===== config.mk =====
export PLATFORM = sky130hd
export DESIGN_NAME = uvc_time_split
export DESIGN_NICKNAME = d
export VERILOG_FILES = /design/src/uvc_time_split.sv
export SDC_FILE = /design/constraint.sdc
export NUM_CORES = 1
export LEC_CHECK = 0
export BUFFER_PORTS_ARGS = -buffer_cell sky130_fd_sc_hd__clkbuf_2
export CAP_MARGIN = 20
export CORE_AREA = 2 2 88 90
export DETAILED_ROUTE_END_ITERATION = 12
export DIE_AREA = 0 0 90 92
export SLEW_MARGIN = 20
export SYNTH_ARGS = -nofsm -noshare
export SYNTH_HDL_FRONTEND = slang
export SYNTH_SLANG_ARGS = --single-unit

===== constraint.sdc =====
create_clock -name vclk -period 13.07
set_clock_uncertainty 0.1 [all_clocks]
set_input_delay 2.614 -clock vclk [all_inputs]
set_output_delay 2.614 -clock vclk [all_outputs]
set_load 0.03 [all_outputs]

===== src/uvc_time_split.sv =====
// Splits a remaining time in seconds into whole minutes and leftover seconds.
module uvc_time_split (
	input  logic [15:0] secs,
	output logic [10:0] minutes,
	output logic [5:0]  seconds
);

	// secs / 60 == (secs / 4) / 15; the reciprocal of 15 scaled by 2^19 is
	// exact for every 14-bit dividend.
	localparam logic [15:0] RECIP_15 = 16'd34953;

	logic [13:0] quarter;
	logic [29:0] product;
	logic [16:0] min_times_60;
	logic [16:0] remainder;

	assign quarter      = secs[15:2];
	assign product      = 30'(quarter) * 30'(RECIP_15);
	assign minutes      = product[29:19];
	assign min_times_60 = {minutes, 6'b0} - {4'b0, minutes, 2'b0};
	assign remainder    = {1'b0, secs} - min_times_60;
	assign seconds      = remainder[5:0];

endmodule


Word-level counts from Yosys, hierarchy flattened
Index checks and enable logic that the tools add are counted.

word-level totals
  register bits = 0
  input bits = 16
  logic and storage cells = 3

cells by class
  add/subtract/negate cells = 2
  multipliers = 1

operators by type and width
  kind                                                                   count
  14-bit by 16-bit multiplier with 30-bit output, second input constant  1
  1-bit by 6-bit subtractor with 6-bit output, first input constant      1
  6-bit subtractor                                                       1

Depth between registers and ports, before layout
  depth in word-level cells = 3
  gate-level depth with buffers = 20
  gate-level depth less buffers = 20

Least setup slack after synthesis
Ideal clock, no wire load.

  path kind = input to output
  from = input port secs[12]
  to = output port seconds[5]
  arrival time = 7.454 ns
  setup slack = 2.902 ns
  stages = 19
  path through = ha_1 fa_1 inv_1 fa_1 inv_1 ha_1 ha_1 ha_1 nand3_1 o211ai_1 a21o_1 a21oi_1 o21ai_1 xor2_1 ha_1 a21o_1 a21oi_1 xor2_1 xnor2_1

between the ends
  cells in the longest elaborated chain, start to end = 3

ends and longest elaborated chain
  what                                            RTL line  source
  start: declaration                              3         input logic [15:0] secs,
  14-bit by 16-bit multiplier with 30-bit output  18        assign product = 30'(quarter) * 30'(RECIP_15);
  net minutes[1]                                  4         output logic [10:0] minutes,
  1-bit by 6-bit subtractor with 6-bit output     20        assign min_times_60 = {minutes, 6'b0} - {4'b0, minutes, 2'b0};
  6-bit subtractor                                21        assign remainder = {1'b0, secs} - min_times_60;
  end: declaration                                5         output logic [5:0] seconds

The timed path passes the listed nets, and every way through them passes these cells.

Final worst setup path
  from = input port secs[12]
  to = output port seconds[5]

between the ends
  cells in the longest elaborated chain, start to end = 3

ends and longest elaborated chain
  what                                            RTL line
  14-bit by 16-bit multiplier with 30-bit output  18
  1-bit by 6-bit subtractor with 6-bit output     20
  6-bit subtractor                                21

No other way between the ends.

==> impl_summary.md <==
Logic synthesis
The Yosys step of the flow raised 0 warnings. The fraction of synthesized cell area taken by the top area cell type is 0.482. Yosys mapped the design onto 33 distinct sky130hd cell types. The largest total area in the synthesized netlist belongs to ha_1. The post-synthesis cell count is 230.

By area the synthesized netlist is led by ha_1 (48%), fa_1 (18%), inv_1 (5.1%), a21oi_1 (3.8%), xnor2_1 (2.9%). The net count after synthesis is 347. The post-synthesis instance area is 0.00213 mm². For this run, the register share of the synthesized area comes to 0. After synthesis, the mean cell area works out to 9.25 µm².

STA
At the pin with the least slew margin, the transition time is 380 ps. Across all setup checks in the final design, the least slack found is roughly 3000 ps. The worst-case headroom to the max-slew limit is 0.747. The final setup violation count is 0.

The sum of negative setup slack is 0 ps. Timing would allow up to 0.0993 GHz. The final hold violation count is 0. Setup repair after global routing left no endpoint under its margin. The number of slew-limit violations in the final report was 0. The time the worst path needs with I/O delays and setup is 10,070 ps. Of the available clock period, the critical path in the final layout requires 0.770.

Floorplanning
The region available for standard cell placement spans 0.00745 mm². The row count is 32. During I/O placement, the number of pins put on the boundary was 33. The die is around 90 µm wide. The die is 92 µm tall. The overall die area is 0.00828 mm². The effective utilization at floorplan is 0.286.

Final layout
Sequential cells placed in the final layout were counted as 0. In the layout the commonest cells are ha_1 (82), inv_1 (29), clkbuf_2 (29). The sequential cells in the finished layout cover a total of 0 µm². The count of clock buffers in the final design is 0.

The number of filler cells placed in the layout is 814. At the end of the flow the core is filled with cells to 0.318. The area growth from synthesis to layout is 11.4%.

In the final layout, the share of cells above drive strength 1 is 0.118. The final standard cell area without fillers is about 0.0024 mm². The most common library cell in the layout ignoring fill and taps is ha_1. The number of inserted diodes is 0.

The number of nets at the end of the flow is 374.

Detailed routing
The routed design uses 2.38 mm of met2 wire. Dividing the detail-routed via count by the number of cells gives between 4 and 5. The routed via count is 1,718. After detailed routing, the number of remaining DRC violations is 0. After detailed routing, the average wire length per cell comes to 13.4 µm. The length of routed wiring on met1 is 2.18 mm. The number of iterations in the first detailed-routing pass is 4. Once detail routing completed, the nets flagged for antenna violations numbered 0. The top routing layer in use is met4. For this block, the routed nets add up to approximately 4.8 mm of wire. For this block, the initial DRC count from the detailed router was 83. Summed over all nets, wire length on met3 after detailed routing comes to 134 µm.

Min path
The worst hold path startpoint is secs[0]. The class of the tightest hold or removal check is primary input to primary output.

Global route
The remaining global-route overflow is 0. The first-pass GRT wire length is 8.31 mm. The number of global-route vias before repair is about 1,800.

The overall fraction of global-route tracks in use is 0.121. The number of antenna violations at the first check in global routing is 0. Entering global routing, the biggest net connects 9 pins.

Placed design
The HPWL after detailed placement is 4.37 mm. In this run the cell area measured after placement is 0.00237 mm². Prior to clock tree synthesis, the placed netlist has a worst setup slack of 3020 ps. The final weighted congestion in routability-driven placement is 0.942. Input and output buffers added on the ports amount to 29.

Setup path
The required time at the endpoint of the critical path is 10,360 ps. The signal on the critical path passes through clkbuf_2 -> ha_1 -> fa_1 -> inv_1 -> fa_1 -> inv_1 -> ha_1 -> ha_1 -> ha_1 -> nand3_1 -> o211ai_1 -> a21o_1 -> a21oi_1 -> o21ai_1 -> xor2_1 -> ha_1 -> a21o_1 -> a21oi_1 -> xor2_1 -> xnor2_1 -> clkbuf_2. For this run, the slowest stage of the critical path takes around 510 ps.

STA puts the critical path data arrival time at 7350 ps. The library cell appearing most often on the critical path is ha_1. The type of the worst setup path is primary input to primary output. The nature of the critical path endpoint is a primary output. The critical path starts at secs[12]. The largest fanout on the critical path is 4. STA classifies the critical path startpoint as a primary input. For this design, the slowest cell found on the critical path is fa_1.

Job
Max-cap violations in this run came to 0.

Clocking
After clock tree synthesis, the flow added hold-fix buffers numbering 0. In this run the post-CTS setup repair buffer count came out at 0. The number of instances resized during post-cts repair is 0.

Outcome
The run finished with clean final reports.

Power
The total power is 364 µW. IR analysis of the VDD net gives a maximum drop of about 0.18 mV. The leakage power summed over all cells is 1.31 nW. Power spread over the standard cell area amounts to 153 mW/mm².
[final timing paths]
path | endpoint | cells past startpoint | slack (ps)
worst max-delay path | seconds[5] | 21 | 3000
worst min-delay path | seconds[0] | 0 | 5130
[cell usage after synthesis]
cell type	instances
nand2b_1	1
o211ai_1	1
clkbuf_1	1
nand2_1	10
xor2_1	6
a211oi_1	3
a22o_1	1
o21bai_1	2
a31o_1	1
a21boi_1	1
a31oi_1	2
o31ai_1	1
ha_1	82
o21ai_0	3
nor3_1	3
a221oi_2	1
nor2_1	10
nor4_1	2
a21o_1	6
o21ai_1	6
and3_1	1
buf_6	1
a21oi_1	16
nand4_1	3
fa_1	19
inv_1	29
nand4b_1	1
buf_4	2
xnor2_1	7
nand3_1	5
mux2i_1	1
o22ai_1	1
a221oi_1	1
[layout make-up]
type / count / area [µm²] / area share
inverters: 29 / 109 / 0.0459
well taps: 102 / 128 / 0.0539
repair buffers: 29 / 145 / 0.0612
multi-input cells: 197 / 1990 / 0.839
[where the power goes]
group | switching, mW | leakage, nW | internal (mW) | total (mW)
Clock | 0 | 0 | 0 | 0
Combinational | 0.237 | 1.31 | 0.127 | 0.364
Sequential | 0 | 0 | 0 | 0
[routing by layer]
| metal | vias up | global-route usage |
|---|---|---|
| li1 | 875 | - |
| met1 | 804 | 0.153 |
| met2 | 33 | 0.234 |
| met3 | 6 | 0.00575 |
| met4 | 0 | 0.0154 |
| met5 | - | 0 |
[metrics by stage]
stage / cells / hold WS, ps
2_1_floorplan: 230 / 5260
3_3_place_gp: 357 / 5130
3_5_place_dp: 357 / 5130
4_1_cts: 357 / 5130
5_1_grt: 357 / 5130
6_report: 357 / 5130
[critical path: cells and delay by family]
family,cells,cell delay [ps]
buffers and inverters,4,440
xor gates and xnor gates,3,670
and+or+nand+nor,1,140
AOI/OAI and AO/OA,6,950
adders and majority gates,7,2520
[cells by family after synthesis]
| logic type | count (synthesis) | synth area share |
|---|---|---|
| adders and majority gates | 101 | 0.661 |
| muxes | 1 | 0.00471 |
| buffers and inverters | 33 | 0.0653 |
| and+or+nand+nor | 36 | 0.0788 |
| AOI/OAI and AO/OA | 46 | 0.136 |
| xor gates and xnor gates | 13 | 0.0535 |
Note: power is estimated with default switching activity, not from simulation.
